### config.mk
export PLATFORM = sky130hd
export DESIGN_NAME = three_level_stable_priority_queue
export DESIGN_NICKNAME = d
export VERILOG_FILES = /design/src/design/tspq_pkg.sv /design/src/design/tspq_ram.sv /design/src/design/tspq_ctrl.sv /design/src/design/tspq_dpath.sv /design/src/design/three_level_stable_priority_queue.sv
export SDC_FILE = /design/constraint.sdc
export NUM_CORES = 2
export LEC_CHECK = 0
export BUFFER_PORTS_ARGS = -buffer_cell sky130_fd_sc_hd__buf_2
export CORE_MARGIN = 4
export CORE_UTILIZATION = 45
export DETAILED_ROUTE_END_ITERATION = 8
export PLACE_DENSITY = 0.67
export SYNTH_ARGS = -nofsm -noshare
export SYNTH_HDL_FRONTEND = slang
export SYNTH_HIERARCHICAL = 1
export SYNTH_SLANG_ARGS = --single-unit
### constraint.sdc
create_clock -name i_clk -period 7 [get_ports i_clk]
set_input_delay 0.7 -clock i_clk [delete_from_list [all_inputs] [get_ports i_clk]]
set_output_delay 0.7 -clock i_clk [all_outputs]
set_load 0.02 [all_outputs]
### src/design/tspq_pkg.sv
// Shared types and constants of the three-level stable priority queue.
`default_nettype none

package tspq_pkg;

    // Default configuration
    localparam int DEPTH_DEF    = 16;
    localparam int TAG_BITS_DEF = 32;
    localparam int NUM_LEVELS   = 3;
    localparam int COUNT_MAX    = 63;

    // Operation codes
    localparam logic FUNC_INSERT = 1'b0;
    localparam logic FUNC_REMOVE = 1'b1;

    // Level codes
    localparam logic [1:0] LVL_NONE = 2'd0;

    // Status codes
    localparam logic [1:0] ST_OK     = 2'd0;
    localparam logic [1:0] ST_EMPTY  = 2'd1;
    localparam logic [1:0] ST_BADLVL = 2'd2;
    localparam logic [1:0] ST_FULL   = 2'd3;

    // Request item
    typedef struct packed {
        logic        func;
        logic [1:0]  priority_level;
        logic [7:0]  patient_age;
        logic [31:0] record_tag;
    } t_in;

    // Result item
    typedef struct packed {
        logic        entry_valid;
        logic [1:0]  out_level;
        logic [7:0]  out_age;
        logic [31:0] out_tag;
        logic [1:0]  status_code;
        logic [5:0]  total_count;
    } t_out;

    // Controller to datapath commands
    typedef struct packed {
        logic load;   // capture the request
        logic exec;   // decide, touch memory, update pointers
        logic done;   // present the result
    } t_ctrl_cmd;

endpackage

`default_nettype wire

### src/design/tspq_ram.sv
// Generic single-port-write, single-port-read RAM with registered read data.
`default_nettype none

module tspq_ram #(
    parameter int WIDTH = 40,
    parameter int DEPTH = 48
) (
    input  wire logic                     i_clk,
    input  wire logic                     i_we,
    input  wire logic [$clog2(DEPTH)-1:0] i_waddr,
    input  wire logic [WIDTH-1:0]         i_wdata,
    input  wire logic                     i_re,
    input  wire logic [$clog2(DEPTH)-1:0] i_raddr,
    output logic      [WIDTH-1:0]         o_rdata
);

    logic [WIDTH-1:0] r_mem [DEPTH];
    logic [WIDTH-1:0] r_rdata;

    // Write port
    always_ff @(posedge i_clk) begin
        if (i_we) begin
            r_mem[i_waddr] <= i_wdata;
        end
    end

    // Read port, data held until the next read
    always_ff @(posedge i_clk) begin
        if (i_re) begin
            r_rdata <= r_mem[i_raddr];
        end
    end

    assign o_rdata = r_rdata;

endmodule

`default_nettype wire

### src/design/tspq_ctrl.sv
// Sequencer of the priority queue: capture, execute, present.
`default_nettype none

module tspq_ctrl
    import tspq_pkg::*;
(
    input  wire logic i_clk,
    input  wire logic i_rst_n,
    input  wire logic i_start,
    output logic      o_busy,
    output t_ctrl_cmd o_cmd
);

    localparam logic [1:0] S_IDLE = 2'd0;
    localparam logic [1:0] S_EXEC = 2'd1;
    localparam logic [1:0] S_DONE = 2'd2;

    logic [1:0] r_state;
    logic [1:0] n_state;
    logic       accept;

    // A new request may come in while the previous result is shown
    assign o_busy = (r_state == S_EXEC);
    assign accept = i_start && !o_busy;

    // Next state
    always_comb begin
        n_state = r_state;
        unique case (r_state)
            S_IDLE: begin
                if (accept) n_state = S_EXEC;
            end
            S_EXEC: begin
                n_state = S_DONE;
            end
            S_DONE: begin
                n_state = accept ? S_EXEC : S_IDLE;
            end
            default: begin
                n_state = S_IDLE;
            end
        endcase
    end

    always_ff @(posedge i_clk) begin
        if (!i_rst_n) begin
            r_state <= S_IDLE;
        end else begin
            r_state <= n_state;
        end
    end

    // Commands
    assign o_cmd.load = accept;
    assign o_cmd.exec = (r_state == S_EXEC);
    assign o_cmd.done = (r_state == S_DONE);

endmodule

`default_nettype wire

### src/design/tspq_dpath.sv
// Datapath: per-level ring pointers and fill counts, entry memory, result register.
`default_nettype none

module tspq_dpath
    import tspq_pkg::*;
#(
    parameter int DEPTH    = DEPTH_DEF,
    parameter int TAG_BITS = TAG_BITS_DEF
) (
    input  wire logic      i_clk,
    input  wire logic      i_rst_n,
    input  wire t_ctrl_cmd i_cmd,
    input  wire t_in       i_item,
    output t_out           o_result
);

    localparam int KEEP  = (TAG_BITS < 32) ? TAG_BITS : 32;
    localparam int WORD  = 8 + KEEP;
    localparam int SLOTS = NUM_LEVELS * DEPTH;
    localparam int AW    = $clog2(SLOTS);
    localparam int PW    = $clog2(DEPTH);
    localparam int FW    = $clog2(DEPTH + 1);
    localparam int CW    = FW + 2;

    localparam logic [PW-1:0] PTR_LAST = PW'(DEPTH - 1);
    localparam logic [FW-1:0] FILL_MAX = FW'(DEPTH);
    localparam logic [AW-1:0] RING_SZ  = AW'(DEPTH);
    localparam logic [CW-1:0] CNT_SAT  = CW'(COUNT_MAX);

    // Captured request
    t_in r_cmd;

    // Ring state per level (index 0 is the lowest level)
    logic [PW-1:0] r_head [NUM_LEVELS];
    logic [PW-1:0] r_tail [NUM_LEVELS];
    logic [FW-1:0] r_fill [NUM_LEVELS];
    logic [FW-1:0] n_fill [NUM_LEVELS];

    // Result register
    logic       r_valid;
    logic [1:0] r_level;
    logic [1:0] r_status;
    logic [5:0] r_count;

    logic            is_ins;
    logic            any_held;
    logic [1:0]      found;
    logic [1:0]      sel;
    logic [FW-1:0]   sel_fill;
    logic [PW-1:0]   sel_ptr;
    logic [PW-1:0]   ptr_next;
    logic            do_write;
    logic            do_read;
    logic [AW-1:0]   addr;
    logic [1:0]      status;
    logic [CW-1:0]   sum;
    logic [5:0]      count;
    logic [WORD-1:0] wdata;
    logic [WORD-1:0] rdata;

    always_ff @(posedge i_clk) begin
        if (i_cmd.load) begin
            r_cmd <= i_item;
        end
    end

    // Highest non-empty level
    always_comb begin
        any_held = 1'b1;
        priority if (r_fill[2] != '0) found = 2'd2;
        else if     (r_fill[1] != '0) found = 2'd1;
        else if     (r_fill[0] != '0) found = 2'd0;
        else begin
            found    = 2'd0;
            any_held = 1'b0;
        end
    end

    // Ring selection: insert level or the found level
    assign is_ins   = (r_cmd.func == FUNC_INSERT);
    assign sel      = is_ins ? (r_cmd.priority_level - 2'd1) : found;
    always_comb begin
        unique case (sel)
            2'd0:    begin sel_fill = r_fill[0]; sel_ptr = is_ins ? r_tail[0] : r_head[0]; end
            2'd1:    begin sel_fill = r_fill[1]; sel_ptr = is_ins ? r_tail[1] : r_head[1]; end
            2'd2:    begin sel_fill = r_fill[2]; sel_ptr = is_ins ? r_tail[2] : r_head[2]; end
            default: begin sel_fill = '0;        sel_ptr = '0;                             end
        endcase
    end
    assign ptr_next = (sel_ptr == PTR_LAST) ? '0 : sel_ptr + PW'(1);

    // Outcome of the operation
    always_comb begin
        do_write = 1'b0;
        do_read  = 1'b0;
        status   = ST_OK;
        if (is_ins) begin
            if (r_cmd.priority_level == LVL_NONE) begin
                status = ST_BADLVL;
            end else if (sel_fill == FILL_MAX) begin
                status = ST_FULL;
            end else begin
                do_write = i_cmd.exec;
            end
        end else begin
            if (any_held) begin
                do_read = i_cmd.exec;
            end else begin
                status = ST_EMPTY;
            end
        end
    end

    assign addr  = (AW'(sel) * RING_SZ) + AW'(sel_ptr);
    assign wdata = {r_cmd.patient_age, KEEP'(r_cmd.record_tag)};

    // Fill counts after this operation
    always_comb begin
        for (int i = 0; i < NUM_LEVELS; i++) begin
            n_fill[i] = r_fill[i];
        end
        for (int i = 0; i < NUM_LEVELS; i++) begin
            if (sel == 2'(i)) begin
                if (do_write) n_fill[i] = r_fill[i] + FW'(1);
                if (do_read)  n_fill[i] = r_fill[i] - FW'(1);
            end
        end
    end

    assign sum   = CW'(n_fill[0]) + CW'(n_fill[1]) + CW'(n_fill[2]);
    assign count = (sum > CNT_SAT) ? 6'(COUNT_MAX) : 6'(sum);

    // Ring pointer and fill updates
    always_ff @(posedge i_clk) begin
        if (!i_rst_n) begin
            for (int i = 0; i < NUM_LEVELS; i++) begin
                r_head[i] <= '0;
                r_tail[i] <= '0;
                r_fill[i] <= '0;
            end
        end else begin
            for (int i = 0; i < NUM_LEVELS; i++) begin
                r_fill[i] <= n_fill[i];
                if (sel == 2'(i) && do_write) r_tail[i] <= ptr_next;
                if (sel == 2'(i) && do_read)  r_head[i] <= ptr_next;
            end
        end
    end

    // Result fields known at execute time
    always_ff @(posedge i_clk) begin
        if (i_cmd.exec) begin
            r_valid  <= do_read;
            r_level  <= do_read ? (sel + 2'd1) : LVL_NONE;
            r_status <= status;
            r_count  <= count;
        end
    end

    // Entry memory: level rings laid out one after another
    tspq_ram #(
        .WIDTH (WORD),
        .DEPTH (SLOTS)
    ) u_ram (
        .i_clk   (i_clk),
        .i_we    (do_write),
        .i_waddr (addr),
        .i_wdata (wdata),
        .i_re    (do_read),
        .i_raddr (addr),
        .o_rdata (rdata)
    );

    // Result, age and tag straight from the registered read data
    assign o_result.entry_valid = r_valid;
    assign o_result.out_level   = r_level;
    assign o_result.out_age     = r_valid ? rdata[WORD-1 -: 8] : 8'd0;
    assign o_result.out_tag     = r_valid ? 32'(rdata[KEEP-1:0]) : 32'd0;
    assign o_result.status_code = r_status;
    assign o_result.total_count = r_count;

endmodule

`default_nettype wire

### src/design/three_level_stable_priority_queue.sv
// Top level of the three-level stable priority queue.
//
//  channel   handshake          payload            transfer when
//  request   start / busy       i_item  (t_in)     start && !busy at clock edge
//  result    o_done             o_result (t_out)   o_done high, one cycle
//
// Each operation runs in an execute state (pointer update and one memory
// access), then a present state (memory read data registered). A new request is
// taken during the present cycle, so the next operation starts while a result is shown.
// busy is high only in the execute cycle. Synchronous active-low reset
// empties all three levels at once; memory contents are not cleared.
// The receiver cannot stall; o_done lasts exactly one cycle per request.
`default_nettype none

module three_level_stable_priority_queue
    import tspq_pkg::*;
#(
    parameter int DEPTH    = DEPTH_DEF,
    parameter int TAG_BITS = TAG_BITS_DEF
) (
    input  wire logic i_clk,
    input  wire logic i_rst_n,
    input  wire logic start,
    input  wire t_in  i_item,
    output logic      busy,
    output logic      o_done,
    output t_out      o_result
);

    t_ctrl_cmd cmd;

    // Sequencer
    tspq_ctrl u_ctrl (
        .i_clk   (i_clk),
        .i_rst_n (i_rst_n),
        .i_start (start),
        .o_busy  (busy),
        .o_cmd   (cmd)
    );

    // Rings, memory, result
    tspq_dpath #(
        .DEPTH    (DEPTH),
        .TAG_BITS (TAG_BITS)
    ) u_dpath (
        .i_clk    (i_clk),
        .i_rst_n  (i_rst_n),
        .i_cmd    (cmd),
        .i_item   (i_item),
        .o_result (o_result)
    );

    assign o_done = cmd.done;

endmodule

`default_nettype wire

== After elaboration in Yosys (flattened, before gate mapping) ==
Memories as Yosys holds them, arrays and structs flattened. A register that Yosys moved wholly into a read port is not among the register bits.
Cells that the tools add are included.
Storage, ports and cells
  register bits after elaboration: 56
  bits in latches: 0
  bits in writable memories: 1959
  ROM bits: 0
  bits of input ports: 46
  output and inout port bits: 53
  logic and storage cells: 122
  memories: 4
Operators by class
  add/sub/neg operators: 12
  multipliers: 0
  divide/modulo/power cells: 0
  magnitude comparators: 1
  eq/ne operators: 7
  shift-type cells: 0
  mux-type cells: 66
  bitwise gates (word level): 9
  reductions and logical operators: 14
Memory list
  u_dpath.u_ram.r_mem: words 48, bits a word 40, rd ports 1, clocked after Yosys merged registers in 1, write ports 1, RTL line tspq_ram.sv:17  | logic [WIDTH-1:0] r_mem [DEPTH];
  u_dpath.r_fill: words 3, bits a word 5, rd ports 3, clocked after Yosys merged registers in 0, write ports 3, RTL line tspq_dpath.sv:36  | logic [FW-1:0] r_fill [NUM_LEVELS];
  u_dpath.r_head: words 3, bits a word 4, rd ports 3, clocked after Yosys merged registers in 0, write ports 3, RTL line tspq_dpath.sv:34  | logic [PW-1:0] r_head [NUM_LEVELS];
  u_dpath.r_tail: words 3, bits a word 4, rd ports 3, clocked after Yosys merged registers in 0, write ports 3, RTL line tspq_dpath.sv:35  | logic [PW-1:0] r_tail [NUM_LEVELS];
Operator list (number)
  5-bit 2-to-1 mux: 12
  4-bit 2-to-1 mux: 10
  1-bit 2-to-1 mux: 33
  32-bit 2-to-1 mux: 1
  5-bit by 1-bit adder with 5-bit output (second input constant): 3
  5-bit case mux with 3 select lines: 1
  5-bit nonzero test: 3
  5-bit by 1-bit subtractor with 5-bit output (second input constant): 3
  2-bit 2-to-1 mux: 6
  4-bit case mux with 3 select lines: 1
  1-bit bitwise OR: 9
  8-bit 2-to-1 mux: 1
  7-bit by 5-bit adder with 7-bit output: 1
  7-bit by 6-bit greater-than comparator with 1-bit output (second input constant): 1
  1-bit logical AND: 7
  5-bit by 5-bit adder with 6-bit output: 1
  6-bit by 4-bit adder with 6-bit output: 1
  2-bit zero test: 3
  2-bit case mux with 3 select lines: 1
  5-bit == test (second input constant): 1
  4-bit by 1-bit adder with 4-bit output (second input constant): 1
  2-bit by 1-bit == test with 1-bit output (second input constant): 2
  2-bit == test (second input constant): 2
  4-bit == test (second input constant): 1
  other kinds (4): 4

== Logic depth before layout (Yosys ltp) ==
An unclocked memory read counts as a cell.
  depth after elaboration: 17
  gate-level depth with buffers: 22
  gate-level depth less buffers: 20

== By module ==
Netlist, hierarchy kept.
Modules (own cells, without submodules)
  tspq_ram: times used 1, cells an instance 3621, area an instance 75504.9 um^2, seq. area each 58856.4 um^2
  tspq_dpath: times used 1, cells an instance 407, area an instance 4760.8 um^2, seq. area each 2642.5 um^2
  tspq_ctrl: times used 1, cells an instance 10, area an instance 95.1 um^2, seq. area each 40.0 um^2

== Worst setup path after synthesis ==
Ideal clock, no wire load.
  path kind: reg-to-reg
  start: reg u_dpath/r_cmd[42] (netlist name)
  end: mem u_dpath.u_ram.r_mem[18][0], enable pin
  library setup time: 487 ps
  arrival time: 6051 ps
  data required time: 6513 ps
  setup slack: 462 ps
  cell stages (with the launch flop): 12
  buffers on the path: 4
  clock period less this slack: 6538 ps
  cell sequence: edfxtp_1 clkbuf_1 buf_1 o21ai_0 ha_1 clkbuf_1 buf_1 nand2_1 a21oi_1 nor4bb_1 nand2_1 nor3_1
On the way
  elaborated cells on any way between the ends: 16
  classes of those cells: add/sub (1); eq/ne (3); mux (11); reduce/logical (1)
RTL lines
  start: declaration: RTL line tspq_dpath.sv:31  | t_in r_cmd;
  start signal: assignment: RTL line tspq_dpath.sv:63  | r_cmd <= i_item;
  2-bit 2-to-1 mux: RTL line tspq_dpath.sv:81  | assign sel = is_ins ? (r_cmd.priority_level - 2'd1) : found;
  2-bit == test, or another cell as far along: RTL line tspq_dpath.sv:83  | unique case (sel)
  4-bit case mux with 3 select lines: RTL line tspq_dpath.sv:83
  6-bit by 4-bit adder with 6-bit output (*): RTL line tspq_dpath.sv:114  | assign addr = (AW'(sel) * RING_SZ) + AW'(sel_ptr);
  via u_dpath.addr[4]: RTL line tspq_dpath.sv:54  | logic [AW-1:0] addr;
  end: declaration: RTL line tspq_ram.sv:17
The timed path passes the listed nets; every way through them passes the cells marked *.

==> run metrics <==
vias in the first global route=40,805; core area=177,000 um^2; switching share of power=23.7%; critical path capture point type=register; CP peak stage delay=0.89 ns; setup bufs post-CTS=0; Synth area leaders=edfxtp_1 76%, mux2i_1 8.1%, mux4_2 5.6%, a22oi_1 1.5%, a22o_1 0.89%; period utilization=86.9%; Critical Path Start Type=register; HPWL after DPL=116,000 um; TritonCTS clock tree=yes; Fin Setup TNS=0 ns; P_sw=6.54 mW; Worst Path Buf+Inv=6; Die Ht=431 um; fin worst setup slack=0.914 ns; final instance area=91,800 um^2; Post-synth EDFFs=2,038; Clock power frac=38.3%; Crit Path Max Fanout=40; area grow syn2layout=14.2%; PwrDens=300 nW/um^2; fin cells=6,835; status=completed; Cell Int Power=21.0 mW; total power=27.5 mW; clk_skew=0.0310 ns; Worst-Margin Slew=1.16 ns; Via Count=41,614; CTS root buffer=clkbuf_16; CP max stage cell=a21oi_4; Cell Area, Placed=85,000 um^2; sequential cell area fraction in the yosys report=76.6%; flop-to-flop setup slack=0.91 ns; GRT Util Overall=22.2%; First-pass DRT Iterations=6; via/cell ratio=6.09; drt total wl=209,000 um; wire length on met3=18,400 um; Final Max Tran Viols=0; kind of critical path=register to register; RR Endpoint=u_dpath/u_ram/o_rdata[19]; Final ANT Viol Nets=0; routed len/inst=30.6 um; Max Buffers Root-to-Sink=3; nets@finish=4,400; die area=185,000 um^2; YS warnings=6; count of different cell masters after synthesis=66; syn_nets=4,108; Max Cap Violations=0; syn_area_per_cell=19.9 um^2; io pins=99; RSZ-0062 raised after global routing=no; max layer used=met5; Comb pwr share=12.1%; Post-Syn Instances=4,038; worst setup path start=u_dpath/r_fill[0][6]; pre-CTS setup slack=1.06 ns; async set or reset register ratio after synthesis=0%; cell depth of the worst setup path=20; share of cells above drive strength 1=19.9%; Finished Core Util=51.9%; Synth top area share=76.2%; sequential power share=49.6%; CP delay by family, top=compound AO/OA/AOI/OAI gates; Peak VDD IR=0.285 mV; CTS sink cnt=2,055; largest net degree at the start of global routing=78; Starting Density=45.4%; drt first-iter violations=5,200; most common cell after layout, fill and taps aside=edfxtp_1; placed cell count=6,434; commonest non-fill, non-tap cells in the layout=2,038 x edfxtp_1, 647 x mux2i_1, 202 x clkbuf_16; LEAKAGE=30.0 nW; required time worst endpoint=7.65 ns; Main synth FF type=edfxtp_1; Buffers on Ports=98; relative max-transition margin=22.7%; WL met2=98,900 um; Clock transition at path regs=0.07 ns; Num CTS Buffers=199; Register-to-Register Path Depth=20; worst-path cell chain=inv_1 -> ha_1 -> or4b_4 -> nand3_1 -> o21ai_1 -> buf_4 -> inv_1 -> ha_1 -> a22oi_1 -> nand2_1 -> o21ai_0 -> a21oi_4 -> buf_12 -> buf_12 -> buf_4 -> mux2i_1 -> a22o_1 -> a221oi_1 -> o22ai_1 -> o41ai_2; Residual DRC=0; clock latency on the worst-skew pair=0.84 ns; Reg-to-Reg Start=u_dpath/r_fill[0][6]; H-tree depth=4; Critical Path Sink=u_dpath/u_ram/o_rdata[19]; Data arrival, critical path=6.74 ns; Post-CTS Resized=0; maximum clock frequency=164 MHz; setup violators final=0; WHS=0.0602 ns; post-synth top area cell=edfxtp_1; #FFs+latches synth=2,055; Final Hold Fails=0; global-route wire length before repair=297,000 um; WL met1=84,700 um; Hold Path Class=input port to register; Placer Congestion=0.840; grt total ovfl=0; die width=431 um; fin crit period=6.09 ns; Synth Cell Area=80,400 um^2; antenna violations before repair=5; Std-Cell Rows=154
==> per-layer routing <==
layer,global-route usage (%),up-vias
met5,0,-
met4,7.69,4
met3,3.95,373
met2,35.1,2073
met1,31.4,21907
li1,-,17257
==> sequential cells by signal, indices dropped and copies added, names as in the netlist <==
name and cells:
u_dpath/r_valid 1, u_dpath/r_cmd 43, u_ctrl/r_state 2, u_dpath/u_ram/r_mem 1920
u_dpath/u_ram/o_rdata 40, u_dpath/r_fill 15, u_dpath/r_level 2, u_dpath/r_tail 12
u_dpath/r_count 6, u_dpath/r_status 2, u_dpath/r_head 12
==> Yosys cell counts (17+ instances only) <==
cell type and count:
buf_4 43, dfxtp_1 17, edfxtp_1 2038, ha_1 18, a22o_1 82, buf_2 20
nor2_1 67, nand3_1 19, o41ai_2 40, a221oi_1 81, clkbuf_1 123, nand2_1 80
and2_1 47, inv_1 18, a22oi_1 163, a21oi_1 98, mux4_2 200, o22ai_1 42
mux2i_1 647, buf_6 43
==> power by group through the flow <==
stage | sequential [mW] | combinational [mW] | clock (mW)
2_1_floorplan | 14.0 | 2.24 | 0
3_3_place_gp | 13.9 | 3.26 | 0
3_5_place_dp | 13.9 | 3.30 | 0
4_1_cts | 13.7 | 3.32 | 10.7
5_1_grt | 13.6 | 3.51 | 11.3
6_report | 13.6 | 3.33 | 10.5
==> final cells by class <==
type,instances,area [um^2]
fillers,13797,85100
flip-flops and latches,2055,61500
multi-input cells,1721,17800
clock buffers,237,5190
repair buffers,333,3050
well taps,2340,2930
clock inverters,126,1220
inverters,20,77.6
diodes,3,7.51
==> cells by family (layout without fill, tap and decap cells) <==
family,count (synthesis),in the layout,share of synthesized area (%)
buffers and inverters,262,716,1.86
AOI/OAI and AO/OA,547,547,5.46
adders and majority gates,24,24,0.430
DFF,2055,2055,76.6
other,0,3,0
and+or+nand+nor,289,289,1.85
xor gates and xnor gates,10,10,0.109
muxes,851,851,13.7
==> timing repair <==
action | 4_1_cts | 5_1_grt
endpoints found under the setup margin | 0 | 0
hold buffers | 34 | 0
hold endpoints to repair | 34 | 0
==> worst min-delay path by stage <==
stage | cells after the start | end | slack [ns] | start
finish | 1 | u_dpath/r_cmd[20] | 0.06 | i_item[20]
CTS | 1 | u_dpath/r_cmd[25] | 0.001 | i_item[25]
floorplan | 1 | u_ctrl/r_state[0] | 0.41 | u_ctrl/r_state[0]
detailed placement | 1 | u_ctrl/r_state[0] | 0.43 | u_ctrl/r_state[0]
global route | 1 | u_dpath/r_cmd[18] | 0.02 | i_item[18]
global placement | 1 | u_ctrl/r_state[0] | 0.42 | u_ctrl/r_state[0]
No activity file was read; power rests on OpenSTA's default activity.
